**config.mk**
```make
export PLATFORM = sky130hd
export DESIGN_NAME = weighted_strip_cluster_moments_core
export DESIGN_NICKNAME = d
export VERILOG_FILES = /design/src/rtl/wscm_pkg.sv /design/src/rtl/weighted_strip_cluster_moments_core.sv /design/src/rtl/wscm_fifo.sv /design/src/rtl/wscm_front.sv /design/src/rtl/wscm_back.sv
export SDC_FILE = /design/constraint.sdc
export NUM_CORES = 2
export LEC_CHECK = 0
export BUFFER_PORTS_ARGS = -buffer_cell sky130_fd_sc_hd__buf_2
export CORE_UTILIZATION = 35
export DETAILED_ROUTE_END_ITERATION = 10
export SLEW_MARGIN = 20
export SYNTH_ARGS = -nofsm -noshare
export SYNTH_HDL_FRONTEND = slang
export SYNTH_SLANG_ARGS = --single-unit
```
**constraint.sdc**
```tcl
create_clock -name clk -period 10.3 [get_ports clk]
set_input_delay 1.03 -clock clk [delete_from_list [all_inputs] [get_ports clk]]
set_output_delay 1.03 -clock clk [all_outputs]
set_load 0.01 [all_outputs]
```
**src/rtl/wscm_pkg.sv**
```systemverilog
// ----------------------------------------------------------------------------
// wscm_pkg
// Shared types and constants for the weighted strip cluster moments core.
// ----------------------------------------------------------------------------
package wscm_pkg;

  localparam int DEF_MAX_CLUSTER_STRIPS = 64;
  localparam int DEF_STRIPS_PER_PLANE   = 512;

  localparam int ESUM_W = 24;
  localparam int PSUM_W = 35;
  localparam int QSUM_W = 46;
  localparam int Q98_W  = 17;
  localparam int CNT_W  = 7;

  typedef struct packed {
    logic        new_cluster;
    logic [8:0]  strip_index;
    logic [15:0] strip_energy;
    logic [15:0] strip_weight;
    logic        strip_plane;
    logic [3:0]  strip_sector;
  } in_t;

  typedef struct packed {
    logic [23:0] cluster_energy;
    logic [16:0] centroid;
    logic [16:0] rms_width;
    logic [6:0]  strips_in_cluster;
    logic        seed_plane;
    logic [3:0]  seed_sector;
    logic        zero_energy;
    logic        overflow;
  } out_t;

  // Snapshot of the cluster sums after one strip.
  typedef struct packed {
    logic [ESUM_W-1:0] esum;
    logic [PSUM_W-1:0] psum;
    logic [QSUM_W-1:0] qsum;
    logic [CNT_W-1:0]  count;
    logic              plane;
    logic [3:0]        sector;
    logic              ovf;
  } snap_t;

  // Queue status handed to the two sides.
  typedef struct packed {
    logic full;
    logic empty;
  } q_stat_t;

endpackage

```
**src/rtl/weighted_strip_cluster_moments_core.sv**
```systemverilog
// ----------------------------------------------------------------------------
// weighted_strip_cluster_moments_core
// Energy weighted centroid and RMS width of a strip cluster.
// ----------------------------------------------------------------------------
//  channel | ports                            | transaction
//  input   | in_valid, in_ready, in_data      | one strip
//  output  | out_valid, out_ready, out_data   | cluster moments after that strip
//
//  A strip passes the front steps multiply, round, moment products and
//  saturating accumulate; a new strip is taken only after the last is
//  accumulated and the queue is not full. The back runs 3 x 60 divider
//  steps, 50 multiply steps and the root steps per result; the shared
//  bit-serial divider sets the sustained rate. A zero energy sum skips
//  straight to the result. Reset (rst_n low, synchronous) clears the sums,
//  the queue and both FSMs. A stalled output holds its register; the front
//  keeps filling the two-entry queue until it is full.
// ----------------------------------------------------------------------------
module weighted_strip_cluster_moments_core #(
  parameter int MAX_CLUSTER_STRIPS = wscm_pkg::DEF_MAX_CLUSTER_STRIPS,
  parameter int STRIPS_PER_PLANE   = wscm_pkg::DEF_STRIPS_PER_PLANE
) (
  input  logic           clk,
  input  logic           rst_n,
  input  logic           in_valid,
  output logic           in_ready,
  input  wscm_pkg::in_t  in_data,
  output logic           out_valid,
  input  logic           out_ready,
  output wscm_pkg::out_t out_data
);
  import wscm_pkg::*;

  q_stat_t q_stat;
  logic    push, pop;
  snap_t   push_data, pop_data;

  // Front: accept strips and accumulate sums.
  wscm_front #(
    .MAX_CLUSTER_STRIPS(MAX_CLUSTER_STRIPS),
    .STRIPS_PER_PLANE  (STRIPS_PER_PLANE)
  ) u_front (
    .clk, .rst_n, .in_valid, .in_ready, .in_data,
    .q_stat, .push, .push_data
  );

  // Queue: decouple the two sides.
  wscm_fifo u_fifo (
    .clk, .rst_n, .push, .push_data, .pop, .pop_data, .stat(q_stat)
  );

  // Back: divide, square, root, and hold the result.
  wscm_back u_back (
    .clk, .rst_n, .q_stat, .pop_data, .pop, .out_valid, .out_ready, .out_data
  );

endmodule

```
**src/rtl/wscm_fifo.sv**
```systemverilog
// ----------------------------------------------------------------------------
// wscm_fifo
// Two-entry queue of cluster snapshots between front and back.
// ----------------------------------------------------------------------------
module wscm_fifo (
  input  logic            clk,
  input  logic            rst_n,
  input  logic            push,
  input  wscm_pkg::snap_t push_data,
  input  logic            pop,
  output wscm_pkg::snap_t pop_data,
  output wscm_pkg::q_stat_t stat
);
  import wscm_pkg::*;

  snap_t       mem_r [2];
  logic        wp_r, rp_r;
  logic [1:0]  cnt_r;

  always_ff @(posedge clk) begin
    if (push) begin
      mem_r[wp_r] <= push_data;
    end
  end

  always_ff @(posedge clk) begin
    if (!rst_n) begin
      wp_r  <= 1'b0;
      rp_r  <= 1'b0;
      cnt_r <= 2'd0;
    end else begin
      if (push) wp_r <= ~wp_r;
      if (pop)  rp_r <= ~rp_r;
      cnt_r <= cnt_r + 2'(push) - 2'(pop);
    end
  end

  assign pop_data   = mem_r[rp_r];
  assign stat.full  = (cnt_r == 2'd2);
  assign stat.empty = (cnt_r == 2'd0);

`ifndef SYNTHESIS
  a_no_push_full: assert property (@(posedge clk) disable iff (!rst_n)
    !(push && stat.full)) else $error("push into full queue");
  a_no_pop_empty: assert property (@(posedge clk) disable iff (!rst_n)
    !(pop && stat.empty)) else $error("pop from empty queue");
  a_cnt_bound: assert property (@(posedge clk) disable iff (!rst_n)
    cnt_r != 2'd3) else $error("queue count out of range");
`endif
endmodule

```
**src/rtl/wscm_front.sv**
```systemverilog
// ----------------------------------------------------------------------------
// wscm_front
// Accepts strips, weights energy and updates the saturating cluster sums.
// ----------------------------------------------------------------------------
module wscm_front #(
  parameter int MAX_CLUSTER_STRIPS = wscm_pkg::DEF_MAX_CLUSTER_STRIPS,
  parameter int STRIPS_PER_PLANE   = wscm_pkg::DEF_STRIPS_PER_PLANE
) (
  input  logic              clk,
  input  logic              rst_n,
  input  logic              in_valid,
  output logic              in_ready,
  input  wscm_pkg::in_t     in_data,
  input  wscm_pkg::q_stat_t q_stat,
  output logic              push,
  output wscm_pkg::snap_t   push_data
);
  import wscm_pkg::*;

  localparam int CW = $clog2(MAX_CLUSTER_STRIPS + 1);
  localparam logic [8:0] IDX_MAX =
    (STRIPS_PER_PLANE > 512) ? 9'd511 : 9'(STRIPS_PER_PLANE - 1);
  localparam logic [CW-1:0] CNT_MAX = CW'(MAX_CLUSTER_STRIPS);

  typedef enum logic [1:0] {F_IDLE, F_ROUND, F_MULT, F_ACC} fstate_t;

  fstate_t           state_r;
  logic              fresh_r, plane_r;
  logic [3:0]        sector_r;
  logic [31:0]       prod_r;
  logic [9:0]        pos_r;
  logic [19:0]       pos2_r;
  logic [17:0]       e_r;
  logic [27:0]       pe_r;
  logic [37:0]       qe_r;
  logic [ESUM_W-1:0] esum_r;
  logic [PSUM_W-1:0] psum_r;
  logic [QSUM_W-1:0] qsum_r;
  logic [CW-1:0]     cnt_r;
  logic              lplane_r, ovf_r;
  logic [3:0]        lsector_r;

  logic [8:0]        idx;
  logic [9:0]        pos;
  logic [32:0]       rnd;
  logic [ESUM_W-1:0] eb;
  logic [PSUM_W-1:0] pb;
  logic [QSUM_W-1:0] qb;
  logic [CW-1:0]     cb;
  logic              ob;
  logic [ESUM_W:0]   es;
  logic [PSUM_W:0]   ps;
  logic [QSUM_W:0]   qs;
  logic [ESUM_W-1:0] esum_nxt;
  logic [PSUM_W-1:0] psum_nxt;
  logic [QSUM_W-1:0] qsum_nxt;
  logic [CW-1:0]     cnt_nxt;
  logic              ovf_nxt, lplane_nxt;
  logic [3:0]        lsector_nxt;
  logic [8:0]        cnt9;

  assign in_ready = (state_r == F_IDLE) && !q_stat.full;
  assign idx = (in_data.strip_index > IDX_MAX) ? IDX_MAX : in_data.strip_index;
  assign pos = {idx, 1'b1};
  assign rnd = {1'b0, prod_r} + 33'd8192;

  always_comb begin
    eb = fresh_r ? '0 : esum_r;
    pb = fresh_r ? '0 : psum_r;
    qb = fresh_r ? '0 : qsum_r;
    cb = fresh_r ? '0 : cnt_r;
    ob = fresh_r ? 1'b0 : ovf_r;
    es = {1'b0, eb} + (ESUM_W+1)'(e_r);
    ps = {1'b0, pb} + (PSUM_W+1)'(pe_r);
    qs = {1'b0, qb} + (QSUM_W+1)'(qe_r);
    esum_nxt    = eb;
    psum_nxt    = pb;
    qsum_nxt    = qb;
    cnt_nxt     = cb;
    ovf_nxt     = ob;
    lplane_nxt  = lplane_r;
    lsector_nxt = lsector_r;
    if (cb >= CNT_MAX) begin
      ovf_nxt = 1'b1;
    end else begin
      if (cb == '0) begin
        lplane_nxt  = plane_r;
        lsector_nxt = sector_r;
      end
      esum_nxt = es[ESUM_W] ? '1 : es[ESUM_W-1:0];
      psum_nxt = ps[PSUM_W] ? '1 : ps[PSUM_W-1:0];
      qsum_nxt = qs[QSUM_W] ? '1 : qs[QSUM_W-1:0];
      cnt_nxt  = cb + 1'b1;
    end
    cnt9 = 9'(cnt_nxt);
    push_data.esum   = esum_nxt;
    push_data.psum   = psum_nxt;
    push_data.qsum   = qsum_nxt;
    push_data.count  = (cnt9 > 9'd127) ? 7'd127 : cnt9[6:0];
    push_data.plane  = lplane_nxt;
    push_data.sector = lsector_nxt;
    push_data.ovf    = ovf_nxt;
  end

  assign push = (state_r == F_ACC);

  always_ff @(posedge clk) begin
    if (!rst_n) begin
      state_r   <= F_IDLE;
      esum_r    <= '0;
      psum_r    <= '0;
      qsum_r    <= '0;
      cnt_r     <= '0;
      lplane_r  <= 1'b0;
      lsector_r <= 4'd0;
      ovf_r     <= 1'b0;
    end else begin
      case (state_r)
        F_IDLE: begin
          if (in_valid && in_ready) begin
            state_r <= F_ROUND;
          end
        end
        F_ROUND: state_r <= F_MULT;
        F_MULT:  state_r <= F_ACC;
        F_ACC: begin
          state_r   <= F_IDLE;
          esum_r    <= esum_nxt;
          psum_r    <= psum_nxt;
          qsum_r    <= qsum_nxt;
          cnt_r     <= cnt_nxt;
          lplane_r  <= lplane_nxt;
          lsector_r <= lsector_nxt;
          ovf_r     <= ovf_nxt;
        end
        default: state_r <= F_IDLE;
      endcase
    end
  end

  // Datapath registers, no reset needed.
  always_ff @(posedge clk) begin
    if (state_r == F_IDLE && in_valid && in_ready) begin
      fresh_r  <= in_data.new_cluster;
      plane_r  <= in_data.strip_plane;
      sector_r <= in_data.strip_sector;
      prod_r   <= in_data.strip_energy * in_data.strip_weight;
      pos_r    <= pos;
      pos2_r   <= pos * pos;
    end
    if (state_r == F_ROUND) begin
      e_r <= rnd[31:14];
    end
    if (state_r == F_MULT) begin
      pe_r <= pos_r * e_r;
      qe_r <= pos2_r * e_r;
    end
  end

endmodule

```
**src/rtl/wscm_back.sv**
```systemverilog
// ----------------------------------------------------------------------------
// wscm_back
// Divides, squares and takes the square root of a snapshot, one bit a cycle.
// ----------------------------------------------------------------------------
module wscm_back (
  input  logic              clk,
  input  logic              rst_n,
  input  wscm_pkg::q_stat_t q_stat,
  input  wscm_pkg::snap_t   pop_data,
  output logic              pop,
  output logic              out_valid,
  input  logic              out_ready,
  output wscm_pkg::out_t    out_data
);
  import wscm_pkg::*;

  typedef enum logic [2:0] {B_IDLE, B_DIV, B_MUL, B_SQRT, B_OUT} bstate_t;
  typedef enum logic [1:0] {DV_CEN, DV_A, DV_M} dphase_t;

  bstate_t     state_r;
  dphase_t     phase_r;
  snap_t       snap_r;
  logic [59:0] nq_r;
  logic [23:0] rem_r;
  logic [5:0]  it_r;
  logic [16:0] cen_r;
  logic [59:0] a_r;
  logic [63:0] acc_r, mcand_r;
  logic [49:0] mplier_r;
  logic [63:0] v_r;
  logic [31:0] root_r;
  logic [33:0] srem_r;
  logic [16:0] rms_r;
  out_t        out_r;
  logic        out_valid_r;

  logic [24:0] dt;
  logic        dge;
  logic [63:0] bsum;
  logic [59:0] bval;
  logic [33:0] st, trial;
  logic        sge;

  assign dt  = {rem_r, nq_r[59]};
  assign dge = dt >= {1'b0, snap_r.esum};
  assign bsum = acc_r + 64'd32768;
  assign bval = {12'd0, bsum[63:16]};
  assign st    = {srem_r[31:0], v_r[63:62]};
  assign trial = {root_r, 2'b01};
  assign sge   = st >= trial;

  assign pop = (state_r == B_IDLE) && !q_stat.empty;
  assign out_valid = out_valid_r;
  assign out_data  = out_r;

  always_ff @(posedge clk) begin
    if (!rst_n) begin
      state_r     <= B_IDLE;
      phase_r     <= DV_CEN;
      it_r        <= 6'd0;
      out_valid_r <= 1'b0;
    end else begin
      if (out_valid_r && out_ready) out_valid_r <= 1'b0;
      case (state_r)
        B_IDLE: begin
          if (pop) begin
            state_r <= (pop_data.esum == '0) ? B_OUT : B_DIV;
            phase_r <= DV_CEN;
            it_r    <= 6'd0;
          end
        end
        B_DIV: begin
          it_r <= it_r + 6'd1;
          if (it_r == 6'd59) begin
            it_r <= 6'd0;
            case (phase_r)
              DV_CEN:  phase_r <= DV_A;
              DV_A:    phase_r <= DV_M;
              DV_M:    state_r <= B_MUL;
              default: phase_r <= DV_CEN;
            endcase
          end
        end
        B_MUL: begin
          it_r <= it_r + 6'd1;
          if (it_r == 6'd49) begin
            it_r    <= 6'd0;
            state_r <= B_SQRT;
          end
        end
        B_SQRT: begin
          it_r <= it_r + 6'd1;
          if (it_r == 6'd31) begin
            it_r    <= 6'd0;
            state_r <= B_OUT;
          end
        end
        B_OUT: begin
          if (!out_valid_r || out_ready) begin
            out_valid_r <= 1'b1;
            state_r     <= B_IDLE;
          end
        end
        default: state_r <= B_IDLE;
      endcase
    end
  end

  always_ff @(posedge clk) begin
    case (state_r)
      B_IDLE: begin
        snap_r <= pop_data;
        cen_r  <= '0;
        rms_r  <= '0;
        rem_r  <= '0;
        nq_r   <= {pop_data.psum, 7'd0} + 60'(pop_data.esum[23:1]);
      end
      B_DIV: begin
        rem_r <= dge ? 24'(dt - {1'b0, snap_r.esum}) : dt[23:0];
        nq_r  <= {nq_r[58:0], dge};
        if (it_r == 6'd59) begin
          rem_r <= '0;
          case (phase_r)
            DV_CEN: begin
              cen_r <= ({nq_r[58:0], dge} > 60'd131071) ? 17'h1FFFF :
                       nq_r[15:0] == 16'd0 && 1'b0 ? 17'd0 : {nq_r[15:0], dge};
              nq_r  <= {snap_r.qsum, 14'd0};
            end
            DV_A: begin
              a_r  <= {nq_r[58:0], dge};
              nq_r <= {10'd0, snap_r.psum, 15'd0};
            end
            default: begin
              acc_r    <= '0;
              mcand_r  <= {14'd0, nq_r[48:0], dge};
              mplier_r <= {nq_r[48:0], dge};
            end
          endcase
        end
      end
      B_MUL: begin
        acc_r    <= acc_r + (mplier_r[0] ? mcand_r : 64'd0);
        mcand_r  <= {mcand_r[62:0], 1'b0};
        mplier_r <= {1'b0, mplier_r[49:1]};
        v_r      <= '0;
        root_r   <= '0;
        srem_r   <= '0;
      end
      B_SQRT: begin
        if (it_r == 6'd0) begin
          // Load the clamped variance one bit pair up, so the 31 root steps
          // that follow consume every pair of its 60 bits.
          v_r    <= {2'd0, (a_r > bval) ? (a_r - bval) : 60'd0, 2'd0};
          root_r <= '0;
          srem_r <= '0;
        end else begin
          srem_r <= sge ? (st - trial) : st;
          root_r <= {root_r[30:0], sge};
          v_r    <= {v_r[61:0], 2'b00};
        end
      end
      B_OUT: begin
        if (!out_valid_r || out_ready) begin
          out_r.cluster_energy    <= snap_r.esum;
          out_r.centroid          <= cen_r;
          out_r.rms_width         <= rms_r;
          out_r.strips_in_cluster <= snap_r.count;
          out_r.seed_plane        <= snap_r.plane;
          out_r.seed_sector       <= snap_r.sector;
          out_r.zero_energy       <= (snap_r.esum == '0);
          out_r.overflow          <= snap_r.ovf;
        end
      end
      default: ;
    endcase
    if (state_r == B_SQRT && it_r == 6'd31) begin
      rms_r <= ({root_r[30:0], sge} > 32'd131071) ? 17'h1FFFF :
               {root_r[15:0], sge};
    end
  end

`ifndef SYNTHESIS
  a_zero_path: assert property (@(posedge clk) disable iff (!rst_n)
    (out_valid_r && out_r.zero_energy) |-> (out_r.centroid == '0 && out_r.rms_width == '0))
    else $error("zero energy with nonzero moments");
  a_pop_idle: assert property (@(posedge clk) disable iff (!rst_n)
    pop |-> state_r == B_IDLE) else $error("pop while busy");
  a_out_load: assert property (@(posedge clk) disable iff (!rst_n)
    $rose(out_valid_r) |-> $past(state_r) == B_OUT) else $error("result without work");
`endif
endmodule
```
# After elaboration in Yosys (flattened, before gate mapping)
# Memories as Yosys holds them, arrays and structs flattened. A register that Yosys moved wholly into a read port is not among the register bits.
# Index checks and enable logic that the tools add are counted.
op_classes:
  reduce_logical: 32
  n_div: 0
  shifts: 0
  order_cmp: 7
  n_eq_ne: 23
  bitwise: 2
  add_sub_neg: 14
  mul: 4
  muxes: 75
ops:
  columns: ["op", "count"]
  rows:
  - ["2-to-1 mux 64 bit", 6]
  - ["one-hot mux 64 bit (2 select lines)", 3]
  - ["one-hot mux 60 bit (2 select lines)", 2]
  - ["2-to-1 mux 46 bit", 3]
  - ["one-hot mux 32 bit (2 select lines)", 2]
  - ["2-to-1 mux 24 bit", 5]
  - ["2-to-1 mux 60 bit", 2]
  - ["2-to-1 mux 35 bit", 3]
  - ["2-to-1 mux 17 bit", 6]
  - ["2-to-1 mux 50 bit", 2]
  - ["one-hot mux 50 bit (2 select lines)", 1]
  - ["2-to-1 mux 32 bit", 3]
  - ["adder 64 x 16 -> 64 bit, second input constant", 1]
  - ["adder 64 bit", 1]
  - ["> comparator 60 x 17 -> 1 bit, second input constant", 1]
  - ["> comparator 60 x 48 -> 1 bit", 1]
  - ["subtractor 60 x 48 -> 60 bit", 1]
  - ["logical NOT 24 bit", 2]
  - ["one-hot mux 24 bit (2 select lines)", 1]
  - ["adder 46 x 38 -> 47 bit", 1]
  - ["adder 42 x 23 -> 43 bit", 1]
  - ["multiplier 20 x 18 -> 38 bit", 1]
  - ["adder 35 x 28 -> 36 bit", 1]
  - [">= comparator 34 bit", 1]
  - ["52 further kinds", 106]
word_totals:
  mem_bits_ro: 0
  out_inout_bits: 74
  latch_bits: 0
  memories: 1
  regBits: 961
  in_bits: 51
  ramBits: 236
  wordCells: 208
mem_list:
  columns: ["memory", "depth", "word_bits", "read_ports", "rd_clocked_by_memory_dff", "write_ports", "line", "rtl"]
  rows:
  - ["u_fifo.mem_r", 2, 118, 1, 1, 1, "wscm_fifo.sv:16", "snap_t mem_r [2];"]

# Depth between registers and ports, before layout
depth:
  ltp_word: 6
  depth_mapped: 25
  mapped_depth_nobuf: 24

# Cells and area by module
# A second synthesis with hierarchy kept.
unflattened:
  hier_cells: 8733
  hier_area_um2: 88939.0
modules_own_cells:
  columns: ["mod", "area_each_um2", "seq_area_each_um2", "cells_each", "instances"]
  rows:
  - ["wscm_front", 42370.6, 6426.2, 4778, 1]
  - ["wscm_back", 37762.5, 20419.6, 3567, 1]
  - ["wscm_fifo", 8805.9, 7186.9, 388, 1]

# Least setup slack after synthesis
# No wires, ideal clock.
synth_timing:
  kind: "register to register"
  from: "register u_back.state_r[2]"
  to: "register u_back.acc_r[0], enable pin"
  stages_incl_launch_ff: 7
  required_ns: 9.745
  setup_ns: 0.555
  t_arrival_ns: 8.903
  path_slack_ns: 0.842
  synth_period_minus_slack_ns: 9.458
  n_path_buf: 3
  cell_sequence: "dfxtp_1 > clkbuf_1 > nor2b_1 > clkbuf_1 > nor2b_1 > clkbuf_1 > o22a_1"
synth_via:
  elab_chain_cells: 3
  word_cells_on_any_way: 6
  cone_classes: "eq/ne (4); reduce/logical (2)"
synth_lines:
  columns: ["element", "line", "rtl"]
  rows:
  - ["start, declared", "wscm_back.sv:20", "bstate_t state_r;"]
  - ["start signal, assigned", "wscm_back.sv:67", "state_r <= (pop_data.esum == '0) ? B_OUT : B_DIV;"]
  - ["== test 3 x 1 -> 1 bit / == test 3 x 2 -> 1 bit (equally long branches)", "wscm_back.sv:110", "case (state_r)"]
  - ["inequality test 2 x 1 -> 1 bit (no line) (tied with other cells)", null, null]
  - ["AND reduction 3 bit (no line) *", null, null]
  - ["end signal, assigned", "wscm_back.sv:142", "acc_r <= acc_r + (mplier_r[0] ? mcand_r : 64'd0);"]
  - ["end, declared", "wscm_back.sv:28", "logic [63:0] acc_r, mcand_r;"]
# Mark *: on every way between the ends. The rest lies on a longest branch, timed or not.
# A chain may end at the register's enable or synchronous reset.

# Final worst setup path
layout_timing:
  from: "register u_front.e_r[14]"
  to: "register u_front.qe_r[34] (data pin)"
layout_via:
  elab_chain_cells: 1
layout_lines:
  columns: ["element", "line", "rtl"]
  rows:
  - ["start, declared", "wscm_front.sv:33", "logic [17:0] e_r;"]
  - ["start signal, assigned", "wscm_front.sv:152", "e_r <= rnd[31:14];"]
  - ["multiplier 20 x 18 -> 38 bit", "wscm_front.sv:156", "qe_r <= pos2_r * e_r;"]
  - ["end signal, assigned", "wscm_front.sv:156", null]
  - ["end, declared", "wscm_front.sv:35", "logic [37:0] qe_r;"]
# No other way between the ends.

==> reports/metrics.yaml <==
startpoint_type: "register"
yosysTopAreaCellShare: 0.353
synthTopCellsByArea: "edfxtp_1 (35%), fa_1 (14%), ha_1 (8.7%)"
fin_skew_ns: 0.0558
htree_levels: 4
area_growth_pct: 9.76
violations: "DRC"
cts.sinks: 1179
cts.path.max_buffers: 3
max_freq_mhz: 138
cts_made_buffers: 137
fin_crit_sh: 0.704
avgSynthCellArea_um2: 10.1
grt_pass1_wl_um: 365000
place_area_mm2: 0.0925
vias: 63322
required_ns: 10.81
min_path_type: "register to register"
multi_input_area_mm2: 0.0495
cts_hold_buffers: 0
period_needed_ns: 7.25
gp_congestion: 0.911
postRouteAntennaNets: 0
regArea_mm2: 0.0340
slew_headroom: 0.258
rsz0062_at_grt: "no"
drtIter0Drc: 4641
dr.pass1.iters: 9
cts_resized: 0
wl_per_cell_um: 19.0
critical_path_peak_fanout: 19
cts_tree: "yes"
crit_path_max_incr_delay_ns: 0.97
ys_seq_area_frac: 0.384
netlist_instances: 8776
fillers: 24683
yosys_warnings: 0
grt_pass1_vias: 64092
finalWirelength_um: 232000
status: "finished, violations left"
avgViaCountPerCell: 5.19
critical_path.slowest_cell: "edfxtp_1"
async_flop_share: 0
synth_area_mm2: 0.0885
path_class: "register to register"
stdcell_count: 12190
post-synth-top-area-cell: "edfxtp_1"
synth_edf_count: 1042
die_y_um: 505
port_buffers: 124
cts_root_buffer: "clkbuf_16"
design.die.area_mm2: 0.255
synth_ff_type: "edfxtp_1"
cts_setup_buffers: 0
clk_latency_ns: 0.81
hold_viol_final: 0
ys_ff_latch: 1179
core-area_mm2: 0.251
final_max_slew_viol_count: 0
die_x_um: 505
io_pins: 125
cp.arrival_ns: 7.76
worst_slew_pin_slew_ns: 1.10
fin_nets: 10032
layout-drive-gt1-share: 0.0687
placed_cells: 11938
antenna_found_initial: 9
grt_max_degree: 116
tns_ns: 0
cpMostUsedCell: "fa_1"
drc_errors: 30
grt_use_total: 0.181
final_area_mm2: 0.0972
place_hpwl_um: 172000
setup_violations: 0
synth.distinct_cells: 99
critPathCaptureType: "register"
path_cells: "nand2_1 > fa_1 > inv_1 > fa_1 > fa_1 > fa_1 > fa_1 > inv_1 > fa_1 > inv_1 > ha_1 > and4_1 > nand3_1 > o311ai_0 > nand3_1 > a31oi_1 > a21o_1 > a21oi_1 > xnor2_1"
rows: 184
holdWs_ns: 0.416
grt-ovfl-total: 0
initial_core_util: 0.352
path_clk_slew_ns: 0.06
maxCapViolCount: 0
-- synth_stat cells, types with 10 or more instances --
cell,n
nor2_1,648
nor3_1,92
o211ai_1,35
nand2b_1,57
o22a_1,20
a211oi_1,84
o21ai_0,304
inv_1,964
nand2_1,1096
edfxtp_1,1042
o31a_1,10
and3_1,56
nand3b_1,19
a311oi_1,17
a21boi_0,17
nor3b_1,11
nand3_1,132
mux2_2,113
o21bai_1,53
mux2i_1,101
or3_1,23
ha_1,615
or4_1,11
and4_1,17
buf_2,19
nor2b_1,131
or2_2,19
a21o_1,160
o221a_2,18
xnor2_1,254
o31ai_1,14
a41oi_1,13
a31oi_1,85
nor4_1,35
a21oi_1,477
and2_1,415
xor2_1,166
o22ai_1,16
dfxtp_1,137
clkbuf_1,346
o21a_1,49
fa_1,637
nand4_1,69
buf_1,19
-- worst paths after layout --
| path | slack [ns] | endpoint | from | depth (start not counted) |
|---|---|---|---|---|
| hold / removal | 0.42 | u_back.out_data[7]$_DFFE_PP_ | u_back.snap_r[6]$_DFFE_PP_ | 0 |
| hold reg to reg | 0.42 | u_back.out_data[7]$_DFFE_PP_ | u_back.snap_r[6]$_DFFE_PP_ | 0 |
| setup reg to reg | 3.05 | u_front.qe_r[34]$_DFFE_PP_ | u_front.e_r[14]$_DFFE_PN_ | 19 |
| setup / recovery | 3.05 | u_front.qe_r[34]$_DFFE_PP_ | u_front.e_r[14]$_DFFE_PN_ | 19 |
-- routing by layer --
layer  wire, µm  up-vias  GRT usage
met2     110000     1739      0.303
met3      12300      334     0.0241
met1     103000    31458      0.240
li1           -    29787          -
met4       6980        4     0.0575
met5         24        -          0
-- flip-flops by register name (all words and copies together) (netlist names), 32 cells and up, named ones only --
register         cells
u_back.v_r          62
u_front.qe_r        38
u_fifo.mem_r       236
u_back.nq_r         60
u_front.psum_r      35
u_back.acc_r        64
u_back.out_data     72
u_back.root_r       32
u_back.mcand_r      64
u_back.a_r          60
u_back.mplier_r     50
u_front.qsum_r      46
u_back.snap_r      118
u_back.srem_r       32
-- cell families after synthesis --
kind of cell	share of synthesized area
AO/OA/AOI/OAI	0.109
XOR/XNOR	0.0416
adder cells (fa/ha/maj)	0.231
buffers and inverters	0.0576
flip-flops	0.384
multiplexers	0.0258
other	0.0000848
AND/OR/NAND/NOR	0.151
-- final cells by class --
| type | count | area share |
|---|---|---|
| Inverter | 969 | 0.0375 |
| Timing Repair Buffer | 187 | 0.0114 |
| Clock buffer | 161 | 0.0370 |
| Tap cell | 3348 | 0.0431 |
| Multi-Input combinational cell | 6255 | 0.510 |
| Antenna cell | 2 | 0.0000515 |
| Sequential cell | 1179 | 0.350 |
| Clock inverter | 89 | 0.0108 |
-- through the flow --
stage | util | worst slack [ns]
after floorplan | - | 0.842
after global placement | 0.368 | 2.58
after detailed placement | 0.368 | 2.59
after CTS | 0.386 | 3.10
after global routing | 0.386 | 2.86
final | 0.386 | 3.05
-- placed cells by master (no fill, tap or decap), types with 49 or more instances in the layout --
| master | synthesis | routed |
|---|---|---|
| ha_1 | 615 | 613 |
| and2_1 | 415 | 413 |
| a31oi_1 | 85 | 85 |
| nor2b_1 | 131 | 129 |
| o21a_1 | 49 | 49 |
| nand3_1 | 132 | 132 |
| mux2_2 | 113 | 113 |
| inv_1 | 964 | 963 |
| and3_1 | 56 | 54 |
| mux2i_1 | 101 | 101 |
| nand2_1 | 1096 | 1093 |
| nand4_1 | 69 | 69 |
| xnor2_1 | 254 | 254 |
| a211oi_1 | 84 | 84 |
| a21o_1 | 160 | 160 |
| edfxtp_1 | 1042 | 1042 |
| nor3_1 | 92 | 91 |
| o21bai_1 | 53 | 53 |
| buf_4 | 0 | 61 |
| dfxtp_1 | 137 | 135 |
| clkbuf_16 | 0 | 139 |
| nand2b_1 | 57 | 56 |
| nor2_1 | 648 | 643 |
| a21oi_1 | 477 | 477 |
| o21ai_0 | 304 | 304 |
| fa_1 | 637 | 637 |
| buf_2 | 19 | 124 |
| xor2_1 | 166 | 166 |
-- worst max-delay path, delay by kind of cell, from the launching register on --
family,cells,cell delay (ns)
and+or+nand+nor,4,0.82
DFF,1,0.97
buffers and inverters,3,0.15
adders and majority gates,7,3.59
AOI/OAI and AO/OA,4,1.30
xor gates and xnor gates,1,0.12
Power is not shown: default switching activity piles up to over one toggle a cycle in this logic, so the estimate is an artifact.
